$ cat src/hdl/tppr_pkg.sv
// ----------------------------------------------------------------------------
// tppr_pkg: shared types and constants for the timer period calculator
// beat layouts, status codes and the step items that flow through both
// divider chains
// ----------------------------------------------------------------------------
package tppr_pkg;

  // number of timer slots; valid ids run from 1 to TIMER_SLOTS-1
  localparam logic [4:0] TIMER_SLOTS = 5'd8;

  // divisor that turns clock * period into ticks
  localparam logic [20:0] US_PER_SEC = 21'd1000000;

  // smallest product whose tick count lies above 2^32: (2^32 + 1) * 1e6
  localparam logic [63:0] TICK_OVER_PROD = 64'd4294967297000000;

  // prescaler and reload both span 1..65536
  localparam logic [16:0] WORD_SPAN = 17'h10000;

  // one cell per dividend bit in each chain
  localparam int TICK_STEPS = 64;
  localparam int RLD_STEPS  = 33;

  typedef enum logic [1:0] {
    ST_OK      = 2'd0,
    ST_BAD_ARG = 2'd1,
    ST_TICKS   = 2'd2,
    ST_RELOAD  = 2'd3
  } status_e;

  typedef struct packed {
    logic [3:0]  timer_id;
    logic [31:0] clock_hz;
    logic [31:0] period_us;
  } in_beat_t;

  typedef struct packed {
    logic [15:0] prescale_word;
    logic [15:0] reload_word;
    status_e     status;
  } out_beat_t;

  // item moving through the divide-by-1e6 chain
  typedef struct packed {
    logic [63:0] num;
    logic [19:0] rem;
    logic [32:0] quo;
    logic        bad;
    logic        over;
  } tick_item_t;

  // item moving through the divide-by-prescaler chain
  typedef struct packed {
    logic [32:0] num;
    logic [16:0] rem;
    logic [16:0] psc;
    logic [32:0] quo;
    logic        bad;
    logic        over;
  } rld_item_t;

endpackage

$ cat src/hdl/tppr_tick_cell.sv
// ----------------------------------------------------------------------------
// tppr_tick_cell: one restoring-division step by 1e6
// shifts in one dividend bit, compares against the constant divisor and
// hands the updated item to the next cell
// ----------------------------------------------------------------------------
module tppr_tick_cell
  import tppr_pkg::*;
(
  input  logic       clk_i,
  input  logic       rst_ni,
  input  logic       en_i,
  input  logic       valid_i,
  input  tick_item_t item_i,
  output logic       valid_o,
  output tick_item_t item_o
);

  logic        valid_q;
  tick_item_t  item_q;
  tick_item_t  item_d;
  logic [20:0] partial;
  logic [20:0] diff;
  logic        ge;

  always_comb begin
    partial = {item_i.rem, item_i.num[63]};
    diff    = partial - US_PER_SEC;
    ge      = partial >= US_PER_SEC;
    item_d      = item_i;
    item_d.num  = {item_i.num[62:0], 1'b0};
    item_d.rem  = ge ? diff[19:0] : partial[19:0];
    item_d.quo  = {item_i.quo[31:0], ge};
  end

  always_ff @(posedge clk_i or negedge rst_ni) begin
    if (!rst_ni) begin
      valid_q <= 1'b0;
    end else if (en_i) begin
      valid_q <= valid_i;
    end
  end

  always_ff @(posedge clk_i) begin
    if (en_i) begin
      item_q <= item_d;
    end
  end

  assign valid_o = valid_q;
  assign item_o  = item_q;

endmodule

$ cat config.mk
export PLATFORM = sky130hd
export DESIGN_NAME = tppr_tick_cell
export DESIGN_NICKNAME = d
export VERILOG_FILES = /design/src/hdl/tppr_pkg.sv /design/src/hdl/tppr_tick_cell.sv
export SDC_FILE = /design/constraint.sdc
export NUM_CORES = 1
export LEC_CHECK = 0
export BUFFER_PORTS_ARGS = -buffer_cell sky130_fd_sc_hd__buf_2
export CAP_MARGIN = 20
export CORE_MARGIN = 8
export CORE_UTILIZATION = 46
export DETAILED_ROUTE_END_ITERATION = 12
export GPL_TIMING_DRIVEN = 0
export PLACE_DENSITY = 0.94
export SKIP_LAST_GASP = 1
export SLEW_MARGIN = 0
export SYNTH_ARGS = -nofsm -noshare
export SYNTH_HDL_FRONTEND = slang
export SYNTH_SLANG_ARGS = --single-unit
$ cat constraint.sdc
create_clock -name clk_i -period 1.2 [get_ports clk_i]
set_input_delay 0.18 -clock clk_i [delete_from_list [all_inputs] [get_ports clk_i]]
set_output_delay 0.18 -clock clk_i [all_outputs]
set_load 0.01 [all_outputs]
==> results of run 1 <==
==> critical path, cell delays in order <==
cell and delay [ns]:
buf_12 0.11, inv_12 0.04, ha_4 0.11, nor4bb_4 0.24
nand4_1 0.19, o221ai_2 0.25, buf_6 0.17, buf_4 0.12
nand3_2 0.06, xnor2_1 0.12
==> how the worst min path moves through the flow <==
stage	startpoint	end
2_1_floorplan	rst_ni	valid_o
3_3_place_gp	rst_ni	valid_o
3_5_place_dp	rst_ni	valid_o
4_1_cts	item_i[48]	item_o[49]
5_1_grt	item_i[50]	item_o[51]
6_report	item_i[50]	item_o[51]
==> Yosys cell counts (2+ instances only) <==
library cell,n
a21o_1,2
a21oi_1,6
edfxtp_1,118
ha_1,2
inv_1,4
nand2_1,6
nor2_1,4
xnor2_1,10
==> routing by layer <==
layer	up-vias	wire length [um]	global-route usage, %
met5	-	0	0
met1	1641	4860	24.1
met2	205	8620	45.8
met3	25	1330	6.68
met4	0	321	8.39
li1	1483	-	-
==> report_power, final <==
group / leakage, nW / switching [mW] / internal, mW / total (mW)
sequential: 1.17 / 0.120 / 4.96 / 5.08
combinational: 1.71 / 0.700 / 0.744 / 1.44
clock: 0.292 / 1.84 / 3.39 / 5.24
total: 3.17 / 2.66 / 9.10 / 11.8
==> area by class of cell <==
type / count / area (sq um)
Inverter: 4 / 27.5
Fill cell: 406 / 1200
Sequential cell: 119 / 3570
Clock buffer: 18 / 418
Multi-Input combinational cell: 56 / 505
Tap cell: 108 / 135
Timing Repair Buffer: 364 / 2520
Clock inverter: 14 / 200
Buffer: 2 / 18.8
==> flip-flops by register name, indices dropped and copies added (netlist names) <==
name / flops
item_o: 118
valid_o: 1
==> per-stage QoR <==
stage	worst slack [ns]	area (sq um)
floorplan	-0.303	4050
global placement	-1.28	5390
detailed placement	-0.813	5420
CTS	-0.0781	7210
global route	-0.200	7390
finish	-0.164	7390
==> timing repair <==
action / 4_1_cts / 5_1_grt
pin swaps: 3 / 9
setup buffers: 8 / 8
hold endpoints to repair: 106 / 0
hold buffers: 107 / 0
setup endpoints to repair: 93 / 132
gates resized for setup: 10 / 35
==> cell usage in the layout (no fill, tap or decap), types with 3 or more instances in the layout <==
| master | netlist | routed |
|---|---|---|
| a21oi_1 | 6 | 5 |
| buf_2 | 0 | 223 |
| buf_4 | 1 | 20 |
| buf_6 | 1 | 13 |
| bufinv_16 | 0 | 4 |
| clkbuf_16 | 0 | 16 |
| clkinv_4 | 0 | 4 |
| clkinvlp_4 | 0 | 3 |
| dlygate4sd3_1 | 0 | 107 |
| edfxtp_1 | 118 | 118 |
| inv_1 | 4 | 3 |
| nand2_2 | 0 | 3 |
| nor2_1 | 4 | 3 |
| xnor2_1 | 10 | 8 |
==> cell families (layout without fill, tap and decap cells) <==
| logic type | after synthesis | in the layout | synth area share [%] |
|---|---|---|---|
| compound gates | 19 | 19 | 3.40 |
| fa+ha+maj | 2 | 2 | 0.623 |
| simple gates | 23 | 23 | 3.74 |
| xor+xnor | 10 | 10 | 2.18 |
| flops | 119 | 119 | 88.8 |
| mux | 1 | 1 | 0.280 |
| other cells | 1 | 1 | 0.0934 |
| buf+inv | 6 | 402 | 0.841 |
==> flow_summary.json, run 1 <==
{
  "status": "finished, violations left",
  "slew_headroom_pct": 50.5,
  "cts_buffers": 17,
  "grt_max_degree": 65,
  "start_util_pct": 46.7,
  "yosys_warnings": 0,
  "slew_violations": 0,
  "diodes": 0,
  "dr_total_vias": 3354,
  "powerDensity_mw_per_mm2": 1590,
  "synth_area_leader_cell": "edfxtp_1",
  "synthFlopType": "edfxtp_1",
  "power.leakage_nw": 3.17,
  "cts.sinks": 119,
  "areaGrowthSynthToFinish_pct": 84.1,
  "synth.ff_latch_count": 119,
  "cts.path.max_buffers": 2,
  "wirelength_um": 15100,
  "synth_nets": 306,
  "gp_congestion": 0.784,
  "start_kind": "input pin",
  "r2r-end": "valid_o",
  "insertion_delay_ns": 0.49,
  "nets": 689,
  "drc": 0,
  "dp_cells": 530,
  "crit_end": "item_o[47]",
  "vdd_drop_max_v": 0.000986,
  "grt_pass1_wl_um": 20700,
  "worst_slack_ns": -0.164,
  "synth-async-reset-ratio_pct": 0.840,
  "layout-drive-gt1-share_pct": 53.6,
  "synth_cell_types": 37,
  "hold_ws_ns": 0.0490,
  "critPathLaunch": "item_i[41]",
  "finalCriticalPeriod_ns": 1.36,
  "period_share_pct": 114,
  "crit_type": "in2reg",
  "whs_path_depth": 2,
  "die_y_um": 109,
  "grt_pass1_vias": 3554,
  "htreeDepth": 4,
  "fin_cells": 685,
  "io_buffers": 240,
  "violations": "setup timing",
  "row_count": 34,
  "dieArea_sq_mm": 0.0120,
  "crit_required_ns": 1.44,
  "drtPass1Iterations": 5,
  "p_total_mw": 11.8,
  "overflow": 0,
  "grt_setup_unrepaired": "yes",
  "cp_max_fo": 7,
  "timing.rr.start": "valid_o",
  "postRouteAntennaNets": 0,
  "seq_area_frac_synth_pct": 88.8,
  "critPathArrivalTime_ns": 1.60,
  "cts.clk_slew.worst_paths_ns": 0.05,
  "hpwl_um": 8990,
  "finalHoldViolations": 0,
  "holdCritPathClass": "in2reg",
  "max-cap-violations": 0,
  "fin_skew_ns": 0,
  "core_area_sq_mm": 0.00859,
  "r2r_slack_ns": 0.46,
  "fmax_mhz": 733,
  "grt_antenna_before_repair": 0,
  "die_x_um": 109,
  "r2r.worst_path.cells": 1,
  "grt_usage_pct": 23.9,
  "root_buffer": "clkbuf_8",
  "synth_top_area_share_pct": 88.2,
  "routed_via_density": 4.90,
  "finalSetupTns_ns": -2.16,
  "postSynthAreaPerCell_sq_um": 22.2,
  "fin_util_pct": 86.0,
  "drtIter0Drc": 209,
  "worst_setup_path_end_kind": "flip-flop",
  "synth_cells": 181,
  "worst_pin_slew_ns": 0.742,
  "cts_tree": "done",
  "synth_edf_count": 118,
  "io_pins": 243,
  "finalSetupViolations": 46,
  "synth_area_leaders": "edfxtp_1 88%, xnor2_1 2.2%, a21oi_1 0.75%, dfrtp_1 0.62%, ha_1 0.62%",
  "syn_area_sq_mm": 0.00402,
  "wl_per_cell_um": 22.1
}
Power figures use the tool's default switching activity.
==> run 2: changes to the inputs <==
- CORE_MARGIN: 8 -> 2
- clock period: 1.2 -> 1.7 ns (I/O delays scaled with it)
==> flow_summary.json, run 2 (synthesis gave the netlist of run 1 again) <==
{
  "status": "finished, final reports clean",
  "finalSetupTns_ns": 0,
  "dp_cells": 530,
  "fin_util_pct": 81.5,
  "crit_path_max_incr_delay_ns": 0.59,
  "dieArea_sq_mm": 0.00949,
  "r2r.worst_path.cells": 1,
  "grt_pass1_vias": 3332,
  "finalCriticalPeriod_ns": 1.66,
  "htreeDepth": 4,
  "grt_setup_unrepaired": "no",
  "areaGrowthSynthToFinish_pct": 74.5,
  "p_comb_share_pct": 11.6,
  "cp_slowest_cell": "dlygate4sd3_1",
  "grt_max_degree": 69,
  "worst_pin_slew_ns": 0.663,
  "period_share_pct": 97.6,
  "cts.clk_slew.worst_paths_ns": 0.06,
  "row_count": 34,
  "layout_common_cells": "236 x buf_2, 118 x edfxtp_1, 104 x dlygate4sd3_1",
  "cts.sinks": 119,
  "root_buffer": "clkbuf_8",
  "cp_max_fo": 5,
  "finalSetupViolations": 0,
  "max-cap-violations": 0,
  "gr-usage-met1_pct": 31.9,
  "critPathArrivalTime_ns": 1.91,
  "crit_family": "buffers and inverters",
  "insertion_delay_ns": 0.50,
  "layout-drive-gt1-share_pct": 49.7,
  "crit_chain": "dlygate4sd3_1 -> nor3_2 -> nand4_1 -> o221ai_2 -> buf_4 -> nand2_1 -> xnor2_1",
  "drc": 0,
  "slew_headroom_pct": 55.8,
  "fin_cells": 666,
  "cts_tree": "done",
  "power.switching_mw": 1.74,
  "r2r-end": "valid_o",
  "power.leakage_nw": 3.01,
  "start_kind": "input pin",
  "path_buf_inv": 2,
  "gp_congestion": 0.822,
  "grt_usage_pct": 28.5,
  "final_common_cell": "buf_2",
  "worst_setup_path_end_kind": "flip-flop",
  "top_usage_layer": "met2",
  "cts_setup_buffers": 0,
  "pwr-share-clk_pct": 43.1,
  "p_seq_share_pct": 45.4,
  "grt_antenna_before_repair": 1,
  "die_y_um": 97.4,
  "overflow": 0,
  "hold_ws_ns": 0.0565,
  "grt_use_met2_pct": 51.4,
  "holdCritPathClass": "in2async",
  "grt_pass1_wl_um": 19600,
  "nets": 669,
  "nFillCells": 452,
  "wl_per_cell_um": 20.1,
  "finalHoldViolations": 0,
  "vdd_drop_max_v": 0.000603,
  "powerDensity_mw_per_mm2": 1130,
  "p_int_mw": 6.17,
  "wirelength_um": 13400,
  "r2r_slack_ns": 0.91,
  "worst_slack_ns": 0.0402,
  "postRouteAntennaNets": 0,
  "dr_total_vias": 3217,
  "drtPass1Iterations": 4,
  "multi_input_area_sq_um": 429,
  "pre_cts_ws_ns": -0.382,
  "crit_required_ns": 1.95,
  "use_met3_pct": 7.84,
  "fmax_mhz": 602,
  "cts.path.max_buffers": 2,
  "start_util_pct": 46.7,
  "netSwitchingFraction_pct": 22.0,
  "largest_reg_flops": 118,
  "die_x_um": 97.4,
  "cts_buffers": 17,
  "drtIter0Drc": 203,
  "io_buffers": 240,
  "crit_type": "in2reg",
  "io_pins": 243,
  "timing.rr.start": "valid_o",
  "core_area_sq_mm": 0.00859,
  "routed_via_density": 4.83,
  "hpwl_um": 7850,
  "final-seq-area_sq_mm": 0.00357,
  "slew_violations": 0,
  "fin_skew_ns": 0
}
-- run 2: through the flow --
step                area, sq um  power, mW
floorplan                  4020       3.83
global placement           5350       4.28
detailed placement         5380       4.32
CTS                        6990       7.86
global route               7010       8.14
finish                     7010       7.91
-- run 2: layout make-up --
class                      count  area share, %
sequential                   119           50.9
timing repair buffer         344           32.5
multi-input combinational     56           6.13
clock buffer                  21           6.13
tap                          108           1.93
clock inverter                11           1.88
buffer                         2          0.268
inverter                       4          0.214
antenna                        1         0.0357
-- run 2: timing repair --
| action | 4_1_cts | 5_1_grt |
|---|---|---|
| hold buffers | 105 | 0 |
| gates resized for setup | 0 | 5 |
| endpoints found under the setup margin | 0 | 7 |
| hold endpoints to repair | 105 | 0 |
-- run 2: power groups by stage --
stage	combinational [mW]	sequential, mW	clock, mW
floorplan	0.0758	3.76	0
global placement	0.661	3.62	0
detailed placement	0.695	3.63	0
CTS	0.890	3.57	3.40
global route	0.965	3.60	3.58
finish	0.916	3.59	3.41
-- run 2: how the worst max path moves through the flow --
stage,endpoint,slack (ns),start,cells past startpoint
after floorplan,item_o[47],0.04,item_i[41],8
after global placement,valid_o,-0.86,en_i,2
after detailed placement,item_o[47],-0.38,item_i[41],9
after CTS,item_o[47],0.02,item_i[118],8
after global routing,item_o[49],0.01,item_i[39],8
final,item_o[49],0.04,item_i[35],7
-- run 2: metal layers --
| layer | wire length (um) | part of all wire (%) |
|---|---|---|
| met1 | 4670 | 35 |
| met4 | 287 | 2.1 |
| met3 | 1040 | 7.8 |
| met2 | 7400 | 55 |
| met5 | 0 | 0 |
