File: config.mk
export PLATFORM = sky130hd
export DESIGN_NAME = tppr_reload_cell
export DESIGN_NICKNAME = d
export VERILOG_FILES = /design/src/hdl/tppr_pkg.sv /design/src/hdl/tppr_reload_cell.sv
export SDC_FILE = /design/constraint.sdc
export NUM_CORES = 1
export LEC_CHECK = 0
export BUFFER_PORTS_ARGS = -buffer_cell sky130_fd_sc_hd__buf_2
export CORE_MARGIN = 1.5
export CORE_UTILIZATION = 38
export CTS_CLUSTER_DIAMETER = 80
export DETAILED_ROUTE_END_ITERATION = 7
export HOLD_SLACK_MARGIN = 0.15
export PLACE_DENSITY = 0.7
export SLEW_MARGIN = 20
export SYNTH_ARGS = -nofsm -noshare
export SYNTH_HDL_FRONTEND = slang
export SYNTH_SLANG_ARGS = --single-unit
File: constraint.sdc
create_clock -name clk_i -period 0.8 [get_ports clk_i]
set_input_delay 0.16 -clock clk_i [delete_from_list [all_inputs] [get_ports clk_i]]
set_output_delay 0.16 -clock clk_i [all_outputs]
set_load 0.05 [all_outputs]
File: src/hdl/tppr_pkg.sv
// ----------------------------------------------------------------------------
// tppr_pkg: shared types and constants for the timer period calculator
// beat layouts, status codes and the step items that flow through both
// divider chains
// ----------------------------------------------------------------------------
package tppr_pkg;

  // number of timer slots; valid ids run from 1 to TIMER_SLOTS-1
  localparam logic [4:0] TIMER_SLOTS = 5'd8;

  // divisor that turns clock * period into ticks
  localparam logic [20:0] US_PER_SEC = 21'd1000000;

  // smallest product whose tick count lies above 2^32: (2^32 + 1) * 1e6
  localparam logic [63:0] TICK_OVER_PROD = 64'd4294967297000000;

  // prescaler and reload both span 1..65536
  localparam logic [16:0] WORD_SPAN = 17'h10000;

  // one cell per dividend bit in each chain
  localparam int TICK_STEPS = 64;
  localparam int RLD_STEPS  = 33;

  typedef enum logic [1:0] {
    ST_OK      = 2'd0,
    ST_BAD_ARG = 2'd1,
    ST_TICKS   = 2'd2,
    ST_RELOAD  = 2'd3
  } status_e;

  typedef struct packed {
    logic [3:0]  timer_id;
    logic [31:0] clock_hz;
    logic [31:0] period_us;
  } in_beat_t;

  typedef struct packed {
    logic [15:0] prescale_word;
    logic [15:0] reload_word;
    status_e     status;
  } out_beat_t;

  // item moving through the divide-by-1e6 chain
  typedef struct packed {
    logic [63:0] num;
    logic [19:0] rem;
    logic [32:0] quo;
    logic        bad;
    logic        over;
  } tick_item_t;

  // item moving through the divide-by-prescaler chain
  typedef struct packed {
    logic [32:0] num;
    logic [16:0] rem;
    logic [16:0] psc;
    logic [32:0] quo;
    logic        bad;
    logic        over;
  } rld_item_t;

endpackage

File: src/hdl/tppr_reload_cell.sv
// ----------------------------------------------------------------------------
// tppr_reload_cell: one restoring-division step by the prescaler
// the divisor travels with the item so every cell works on its own beat
// ----------------------------------------------------------------------------
module tppr_reload_cell
  import tppr_pkg::*;
(
  input  logic      clk_i,
  input  logic      rst_ni,
  input  logic      en_i,
  input  logic      valid_i,
  input  rld_item_t item_i,
  output logic      valid_o,
  output rld_item_t item_o
);

  logic        valid_q;
  rld_item_t   item_q;
  rld_item_t   item_d;
  logic [17:0] partial;
  logic [17:0] divisor;
  logic [17:0] diff;
  logic        ge;

  always_comb begin
    partial = {item_i.rem, item_i.num[32]};
    divisor = {1'b0, item_i.psc};
    diff    = partial - divisor;
    ge      = partial >= divisor;
    item_d      = item_i;
    item_d.num  = {item_i.num[31:0], 1'b0};
    item_d.rem  = ge ? diff[16:0] : partial[16:0];
    item_d.quo  = {item_i.quo[31:0], ge};
  end

  always_ff @(posedge clk_i or negedge rst_ni) begin
    if (!rst_ni) begin
      valid_q <= 1'b0;
    end else if (en_i) begin
      valid_q <= valid_i;
    end
  end

  always_ff @(posedge clk_i) begin
    if (en_i) begin
      item_q <= item_d;
    end
  end

  assign valid_o = valid_q;
  assign item_o  = item_q;

endmodule

==> run metrics, run 1 <==
maximum single-stage delay on the critical path=350 ps; CP Launch Type=input port; met1 track demand over resource in global routing=0.269; number of levels the H-tree was split into=3; Chip Width=109 µm; final weighted congestion in routability-driven placement=0.790; power density over the cells=1930 nW/µm²; Final Instance Area=7890 µm²; nets=745; Async SR Flop Fraction=0.00980; library cell used as clock root buffer=sky130_fd_sc_hd__clkbuf_8; Pins Over Slew Limit=0; endpoint arrival time on the critical path=1950 ps; Hold Violations, Final=0; prevailing post-synth register cell=sky130_fd_sc_hd__edfxtp_1; YS warnings=0; most congested layer reported by global routing=met2; sinks on the clock net=102; setup TNS=-47970 ps; crit path max-delay cell type=sky130_fd_sc_hd__or3_4; result of the run=finished, violations left; post-synthesis net count=381; input/output buffers=206; Hold WC Path Type=input port to flip-flop; share of final-layout standard cells stronger than drive strength 1=0.532; Top Ports=209; DP Cell Count=658; TritonCTS Buffers=9; pin count of the biggest net entering global routing=35; worst IR drop on VDD=0.00123 V; number of standard cells after synthesis=257; Final Non-Filler Cells=767; most used cell, CP=sky130_fd_sc_hd__a21oi_4; count of TritonRoute iterations in the first routing pass=4; wire length of the first global-routing pass=20600 µm; CP required=920 ps; maximum fanout along the worst path=6; Reg clk slew, reported paths=100 ps; HPWL reported at the end of detailed placement=8790 µm; crit path setup slack, layout=-1020 ps; critical setup path kind=input port to flip-flop; series of cell instances along the critical path=buf_12 -> inv_12 -> ha_4 -> inv_2 -> fa_2 -> a21oi_4 -> or3_4 -> a21oi_4 -> o21bai_4 -> and2_4 -> inv_6 -> mux2_4; RSZ-0062 raised after global routing=true; commonest non-fill, non-tap cells in the layout=103 x sky130_fd_sc_hd__buf_6, 101 x sky130_fd_sc_hd__buf_2, 101 x sky130_fd_sc_hd__edfxtp_1; remaining antenna violation count=0; pre-CTS setup slack=-1580 ps; unique cell type count in the Yosys netlist=49; Period Utilization, post-route=2.28; max-cap violation count=0; most common library cell in the layout ignoring fill and taps=sky130_fd_sc_hd__buf_6; total global routing track utilization=0.239; initial antenna violation count=2; starting density of the core=0.392; post-synthesis sequential area ratio=0.717; number of buffers inserted for hold repair after clock tree synthesis=86; Die Ht=109 µm; grt met2 use=0.427; Finish-stage setup viols=121; Via-to-Cell Ratio=4.78; Placement Rows=38; Final Routed Wirelength=14600 µm; via count of the first global-routing pass=3838; Filler Cell Count=686; number of flops mapped to enable cells by yosys=101; Period minus WS final=1820 ps; leakage power total=3.43 nW; post-DR wirelength/cell=19.0 µm; Core Area=10900 µm²; element type at the critical path end=flip-flop; synth-to-layout area growth=85.0%; CTS tree=done; cell area reported after detailed placement=5960 µm²; clock network latency to the later pin of the worst-skew pair=360 ps; GR Layer Usage met3=0.0628; total via count in the routed design=3665; number of register bits inferred by synthesis=102; aggregate global routing overflow=0; Achievable Freq=548 MHz; DR DRC count=0; floorplan die area=11900 µm²; violation count after the first detailed-route iteration=199; number of buffers on the longest clock path=2; clock skew=0 ps; average footprint of a synthesized cell=16.6 µm²; failing checks=setup timing; cell area after technology mapping=4260 µm²
[final timing paths]
kind,endpoint,depth (start not counted),slack (ps),start
max in group asynchronous,valid_o,3,70,rst_ni
setup / recovery,item_o[56],12,-1020,item_i[101]
hold / removal,item_o[62],2,120,item_i[61]
hold reg to reg,valid_o,1,580,valid_o
min in group asynchronous,valid_o,3,620,rst_ni
setup reg to reg,valid_o,1,-20,valid_o
[cells by family (layout without fill, tap and decap cells)]
kind of cell / Yosys count / in the layout / synth area share
flops: 102 / 102 / 0.717
compound gates: 47 / 47 / 0.0828
simple gates: 41 / 41 / 0.0520
buf+inv: 25 / 394 / 0.0296
fa+ha+maj: 18 / 18 / 0.0546
mux: 12 / 12 / 0.0402
xor+xnor: 11 / 11 / 0.0226
other cells: 1 / 2 / 0.000880
[stage by stage]
step	util	hold WS (ps)	power (mW)
6_report	0.724	118	15.3
3_5_place_dp	0.547	-57.4	10.7
5_1_grt	0.724	112	15.8
4_1_cts	0.715	97.6	15.1
2_1_floorplan	-	-136	9.33
3_3_place_gp	0.547	-66.0	10.6
[timing repair]
item / CTS / global route
gates resized for setup: 224 / 18
endpoints found under the setup margin: 120 / 122
pin swaps: 6 / 3
cloned: 1 / 0
endpoints found under the hold margin: 93 / 7
setup buffers: 3 / 2
[registers in the layout, summed over array words and instances, names as in the netlist]
name / flops
item_o: 101
valid_o: 1
[cells in the mapped netlist (2+ instances only)]
library cell,number,area share
sky130_fd_sc_hd__inv_1,22,0.019
sky130_fd_sc_hd__a21o_1,3,0.0053
sky130_fd_sc_hd__nor3_1,4,0.0047
sky130_fd_sc_hd__nand2_1,9,0.0079
sky130_fd_sc_hd__xnor2_1,8,0.016
sky130_fd_sc_hd__o31ai_2,3,0.0088
sky130_fd_sc_hd__o2bb2ai_1,2,0.0041
sky130_fd_sc_hd__nand3_1,7,0.0082
sky130_fd_sc_hd__edfxtp_1,101,0.71
sky130_fd_sc_hd__ha_1,17,0.050
sky130_fd_sc_hd__nor2_1,6,0.0053
sky130_fd_sc_hd__o21bai_1,2,0.0035
sky130_fd_sc_hd__xor2_1,3,0.0062
sky130_fd_sc_hd__nand2b_1,3,0.0044
sky130_fd_sc_hd__mux2_4,10,0.035
sky130_fd_sc_hd__o21a_1,2,0.0035
sky130_fd_sc_hd__and2_1,3,0.0044
sky130_fd_sc_hd__a21boi_0,3,0.0053
sky130_fd_sc_hd__a21oi_1,13,0.015
sky130_fd_sc_hd__o21ai_0,7,0.0082
[cell type report]
cell class / instances / area (µm²) / area share
multi-input cells: 130 / 1270 / 0.162
clock buffers: 10 / 128 / 0.0162
well taps: 140 / 175 / 0.0222
diodes: 1 / 2.50 / 0.000317
repair inverters: 1 / 8.76 / 0.00111
clock inverters: 6 / 68.8 / 0.00872
repair buffers: 354 / 3060 / 0.388
inverters: 23 / 111 / 0.0141
flip-flops and latches: 102 / 3060 / 0.388
[routing by layer]
metal  vias to the layer above  routed length, µm
met1                      1769               5490
li1                       1699                  -
met2                       161               7550
met3                        34                996
met5                         -                 12
met4                         2                507
[worst max-delay path, delay by kind of cell]
kind	cells	cell delay, ps
and+or+nand+nor	2	550
adders and majority gates	2	360
AOI/OAI and AO/OA	3	300
muxes	1	290
buffers and inverters	4	270
[power breakdown]
group	switching [mW]	internal, mW
Sequential	0.272	6.46
Clock	1.87	1.47
Combinational	2.94	2.25
Total	5.08	10.2
No activity file was read; power rests on OpenSTA's default activity.
==> run 2, diff against run 1 <==
CORE_ASPECT_RATIO = 2   (was unset)
CORE_MARGIN = 2   (was 1.5)
==> run 2 against run 1 <==
  * Critical path type unchanged
  * Largest power group unchanged
  * Wire length is 7.3% lower
  * Non-clock buffer count is 2 higher
  * The run still ends with setup timing left
  * Combinational power is 1% lower
  * Highest routed layer is now met4
  * Critical path depth stayed put
  * Sequential cell count stayed put
  * Clock-buffer cell count stayed put
  * Fmax is 0.38% lower
  * Via count is 2.4% lower
==> run metrics, run 2 (synthesis gave the netlist of run 1 again) <==
remaining antenna violation count=0; starting density of the core=0.389; endpoint arrival time on the critical path=1920 ps; maximum single-stage delay on the critical path=340 ps; violation count after the first detailed-route iteration=170; result of the run=finished, violations left; wire length of the first global-routing pass=20200 µm; number of buffers on the longest clock path=2; clock skew=0 ps; worst r2r dst=valid_o; Top Ports=209; Hold WC Path Type=input port to flip-flop; Placement Rows=54; cells on worst reg2reg path=2; Worst Hold Slack=60.5 ps; total global routing track utilization=0.223; Core Area=10900 µm²; Reg clk slew, reported paths=70 ps; maximum fanout along the worst path=5; aggregate global routing overflow=0; most common library cell in the layout ignoring fill and taps=sky130_fd_sc_hd__buf_6; input/output buffers=206; worst-case register-to-register setup slack=-100 ps; total via count in the routed design=3576; number of levels the H-tree was split into=3; CP Launch Type=input port; leakage power total=3.48 nW; worst setup path startpoint=item_i[101]; Via-to-Cell Ratio=4.66; Die Ht=154 µm; crit path setup slack, layout=-1030 ps; post-DR wirelength/cell=17.6 µm; Finish-stage setup viols=121; Hold Violations, Final=0; Chip Width=78.9 µm; critical setup path kind=input port to flip-flop; via count of the first global-routing pass=3911; DR DRC count=0; sinks on the clock net=102; failing checks=setup timing; diode count=0; initial antenna violation count=0; synth-to-layout area growth=86.7%; pin count of the biggest net entering global routing=36; crit path max-delay cell type=sky130_fd_sc_hd__fa_2; HPWL reported at the end of detailed placement=8390 µm; Critical path destination=item_o[60]; Pins Over Slew Limit=0; commonest non-fill, non-tap cells in the layout=106 x sky130_fd_sc_hd__buf_6, 101 x sky130_fd_sc_hd__buf_2, 101 x sky130_fd_sc_hd__edfxtp_1; Period Utilization, post-route=2.29; Final Routed Wirelength=13500 µm; series of cell instances along the critical path=buf_12 -> inv_12 -> ha_4 -> inv_2 -> fa_2 -> a21oi_2 -> or3_4 -> a21oi_4 -> o21bai_4 -> and2_4 -> inv_6 -> mux2_4; nets=747; register area=3060 µm²; clock network latency to the later pin of the worst-skew pair=340 ps; r2r startpoint=valid_o; worst IR drop on VDD=0.00109 V; number of buffers inserted for hold repair after clock tree synthesis=84; multi-input combinational cell area=1230 µm²; share of final-layout standard cells stronger than drive strength 1=0.532; Period minus WS final=1830 ps; floorplan die area=12100 µm²; library cell used as clock root buffer=sky130_fd_sc_hd__clkbuf_16; Filler Cell Count=708; count of TritonRoute iterations in the first routing pass=4; RSZ-0062 raised after global routing=true; element type at the critical path end=flip-flop; CTS tree=done; final weighted congestion in routability-driven placement=0.821; CP required=890 ps; Achievable Freq=546 MHz; pre-CTS setup slack=-1610 ps; power density over the cells=2030 nW/µm²; TritonCTS Buffers=9; max-cap violation count=0; max FFs per register=101
==> run 2: changes by cell type in the layout (fill, tap and decap cells not counted), sizes merged <==
cell / change
inv: +3
buf: +4
diode: -1
bufinv: -1
dlygate4sd3: -1
clkinvlp: -2
dlymetal6s4s: -1
==> run 2: how the worst min path moves through the flow <==
stage,depth (start not counted),to,slack [ps],from
after detailed placement,1,valid_o,-60,rst_ni
final,2,valid_o,60,valid_i
after CTS,2,valid_o,50,valid_i
after global placement,1,valid_o,-70,rst_ni
after floorplan,0,valid_o,-140,rst_ni
after global routing,2,valid_o,60,valid_i
==> run 2: timing repair <==
item / 4_1_cts / 5_1_grt
endpoints found under the setup margin: 120 / 121
hold endpoints to repair: 88 / 5
cloned: 1 / 0
resized for setup: 228 / 10
buffers inserted: 4 / 3
pin swaps: 11 / 3
==> run 2: per-layer routing <==
layer / part of all wire / GRT usage / wire length (µm)
met1: 0.33 / 0.205 / 4400
met2: 0.60 / 0.453 / 8080
met3: 0.040 / 0.0329 / 544
met4: 0.035 / 0.107 / 474
met5: 0 / 0 / 0
==> run 2: critical path, delay by kind of cell <==
kind / cells / cell delay [ps]
AO/OA/AOI/OAI: 3 / 330
adder cells (fa/ha/maj): 2 / 460
buffers and inverters: 4 / 250
multiplexers: 1 / 290
AND/OR/NAND/NOR: 2 / 410
==> run 2: metrics by stage <==
stage                     std cells  area, µm²  TNS (ps)  total power, mW   util
after global placement          660       5970    -33710             10.6  0.545
after CTS                       765       7920    -44460             16.1  0.723
after global routing            768       7960    -47860             16.7  0.727
final                           768       7960    -44380             16.1  0.727
after floorplan                 257       4310    -23130             9.33      -
after detailed placement        660       5970    -35430             10.7  0.545
==> run 2: power breakdown <==
part	internal, mW	switching (mW)
Combinational	2.24	2.89
Sequential	6.46	0.251
Clock	2.21	2.08
==> run 2: cell type report <==
cell class | instances | area share
timing repair buffer | 356 | 0.387
inverter | 23 | 0.0140
clock buffer | 10 | 0.0288
multi-input combinational | 130 | 0.155
tap | 140 | 0.0220
timing repair inverter | 1 | 0.00110
clock inverter | 6 | 0.00786
sequential | 102 | 0.384
==> run 3, diff against run 2 <==
REMOVE_ABC_BUFFERS = 1   (was unset)
==> run 3 against run 2 <==
  * The flow still finishes with violations (setup timing)
  * Sequential cell count is the same
  * Utilization shrank 0.48 points
  * Final cell count grew 0.26%
  * Design area shrank 0.66%
  * Global-route usage grew 0.96 points
  * Register-to-register slack gained 20 ps
  * Die area is the same
  * First-iteration DRC count grew 17%
  * Largest power group unchanged
  * Via count grew 3.3%
  * Fmax shrank 4.6%
  * Critical endpoint is now item_o[55]
==> run metrics, run 3 (synthesis gave the netlist of run 1 again) <==
input/output buffers=206; pre-CTS setup slack=-1650 ps; Final Routed Wirelength=15100 µm; Filler Cell Count=713; crit path setup slack, layout=-1120 ps; worst IR drop on VDD=0.00168 V; max-cap violation count=0; wire length of the first global-routing pass=21100 µm; CTS tree=done; Placement Rows=54; result of the run=finished, violations left; diode count=0; HPWL reported at the end of detailed placement=8510 µm; total via count in the routed design=3693; Worst Hold Slack=67.6 ps; top cell family by delay on the critical path=simple AND/OR/NAND/NOR gates; clock skew=0 ps; nets=749; count of TritonRoute iterations in the first routing pass=4; final core utilization=0.722; commonest non-fill, non-tap cells in the layout=103 x sky130_fd_sc_hd__buf_6, 101 x sky130_fd_sc_hd__buf_2, 101 x sky130_fd_sc_hd__edfxtp_1; Chip Width=78.9 µm; floorplan die area=12100 µm²; DP Cell Count=664; endpoint arrival time on the critical path=2010 ps; failing checks=setup timing; Core Area=10900 µm²; power density over the cells=2040 nW/µm²; violation count after the first detailed-route iteration=199; initial antenna violation count=0; remaining antenna violation count=0; post-DR wirelength/cell=19.6 µm; register area=3060 µm²; Hold Violations, Final=0; clock network latency to the later pin of the worst-skew pair=340 ps; pin count of the biggest net entering global routing=24; element type at the critical path end=flip-flop; most common library cell in the layout ignoring fill and taps=sky130_fd_sc_hd__buf_6; Top Ports=209; via count of the first global-routing pass=3959; crit path max-delay cell type=sky130_fd_sc_hd__or3_4; number of levels the H-tree was split into=3; CP required=890 ps; Period minus WS final=1920 ps; starting density of the core=0.389; Reg clk slew, reported paths=70 ps; count of buffer and inverter cells on the critical path=3; aggregate global routing overflow=0; share of final-layout standard cells stronger than drive strength 1=0.533; critical setup path kind=input port to flip-flop; max FFs per register=101; maximum single-stage delay on the critical path=400 ps; sinks on the clock net=102; maximum fanout along the worst path=5; Hold WC Path Type=input port to flip-flop; Finish-stage setup viols=121; library cell used as clock root buffer=sky130_fd_sc_hd__clkbuf_16; CP Launch Type=input port; Period Utilization, post-route=2.40; Achievable Freq=521 MHz; Final Non-Filler Cells=770; TritonCTS Buffers=9; leakage power total=3.45 nW; total global routing track utilization=0.233; DR DRC count=0; Die Ht=154 µm; final weighted congestion in routability-driven placement=0.878; series of cell instances along the critical path=buf_2 -> inv_1 -> ha_4 -> nand3_2 -> or3_4 -> a21oi_4 -> o21bai_4 -> and2_4 -> inv_6 -> mux2_4; multi-input combinational cell area=1220 µm²; synth-to-layout area growth=85.5%; number of buffers inserted for hold repair after clock tree synthesis=83; Pins Over Slew Limit=0; RSZ-0062 raised after global routing=true; Via-to-Cell Ratio=4.80; number of buffers on the longest clock path=2
[run 3: worst paths after layout]
check / start / endpoint / slack [ps] / cells past startpoint
setup / recovery: item_i[41] / item_o[55] / -1120 / 10
hold / removal: valid_i / valid_o / 70 / 2
setup reg to reg: valid_o / valid_o / -80 / 2
hold reg to reg: valid_o / valid_o / 630 / 2
max in group asynchronous: rst_ni / valid_o / 60 / 3
min in group asynchronous: rst_ni / valid_o / 640 / 3
[run 3: power breakdown]
part | switching, mW | total (mW) | internal (mW)
registers | 0.270 | 6.74 | 6.47
clock network | 2.02 | 4.18 | 2.17
logic | 2.96 | 5.19 | 2.23
[run 3: layout make-up]
| class | count | area share |
|---|---|---|
| Timing Repair Buffer | 358 | 0.387 |
| Clock buffer | 10 | 0.0290 |
| Clock inverter | 6 | 0.00696 |
| Inverter | 23 | 0.0128 |
| Sequential cell | 102 | 0.387 |
| Tap cell | 140 | 0.0222 |
| Multi-Input combinational cell | 130 | 0.154 |
| Timing Repair inverter | 1 | 0.00111 |
[run 3: stage by stage]
| stage | power (mW) | cell area [µm²] | setup TNS [ps] |
|---|---|---|---|
| final | 16.1 | 7910 | -45510 |
| after global routing | 16.6 | 7910 | -49430 |
| after CTS | 15.9 | 7810 | -44850 |
| after detailed placement | 10.7 | 5940 | -38230 |
| after global placement | 10.6 | 5940 | -36150 |
| after floorplan | 9.28 | 4240 | -23990 |
[run 3: timing repair]
action	in CTS	in global routing
gates resized for setup	223	14
hold endpoints to repair	92	6
endpoints found under the setup margin	120	121
pin swaps	7	5
setup buffers	6	2
cloned	1	0
[run 3: layer usage]
metal / vias up / wire length [µm] / global-route usage
li1: 1709 / - / -
met4: 0 / 612 / 0.108
met5: - / 0 / 0
met1: 1785 / 4870 / 0.233
met2: 162 / 8910 / 0.457
met3: 37 / 660 / 0.0299
[run 3: worst register-to-register path, cell delays in order (launching register included)]
cell and delay (ps):
sky130_fd_sc_hd__dfrtp_1 390, sky130_fd_sc_hd__buf_4 130, sky130_fd_sc_hd__mux2_2 250
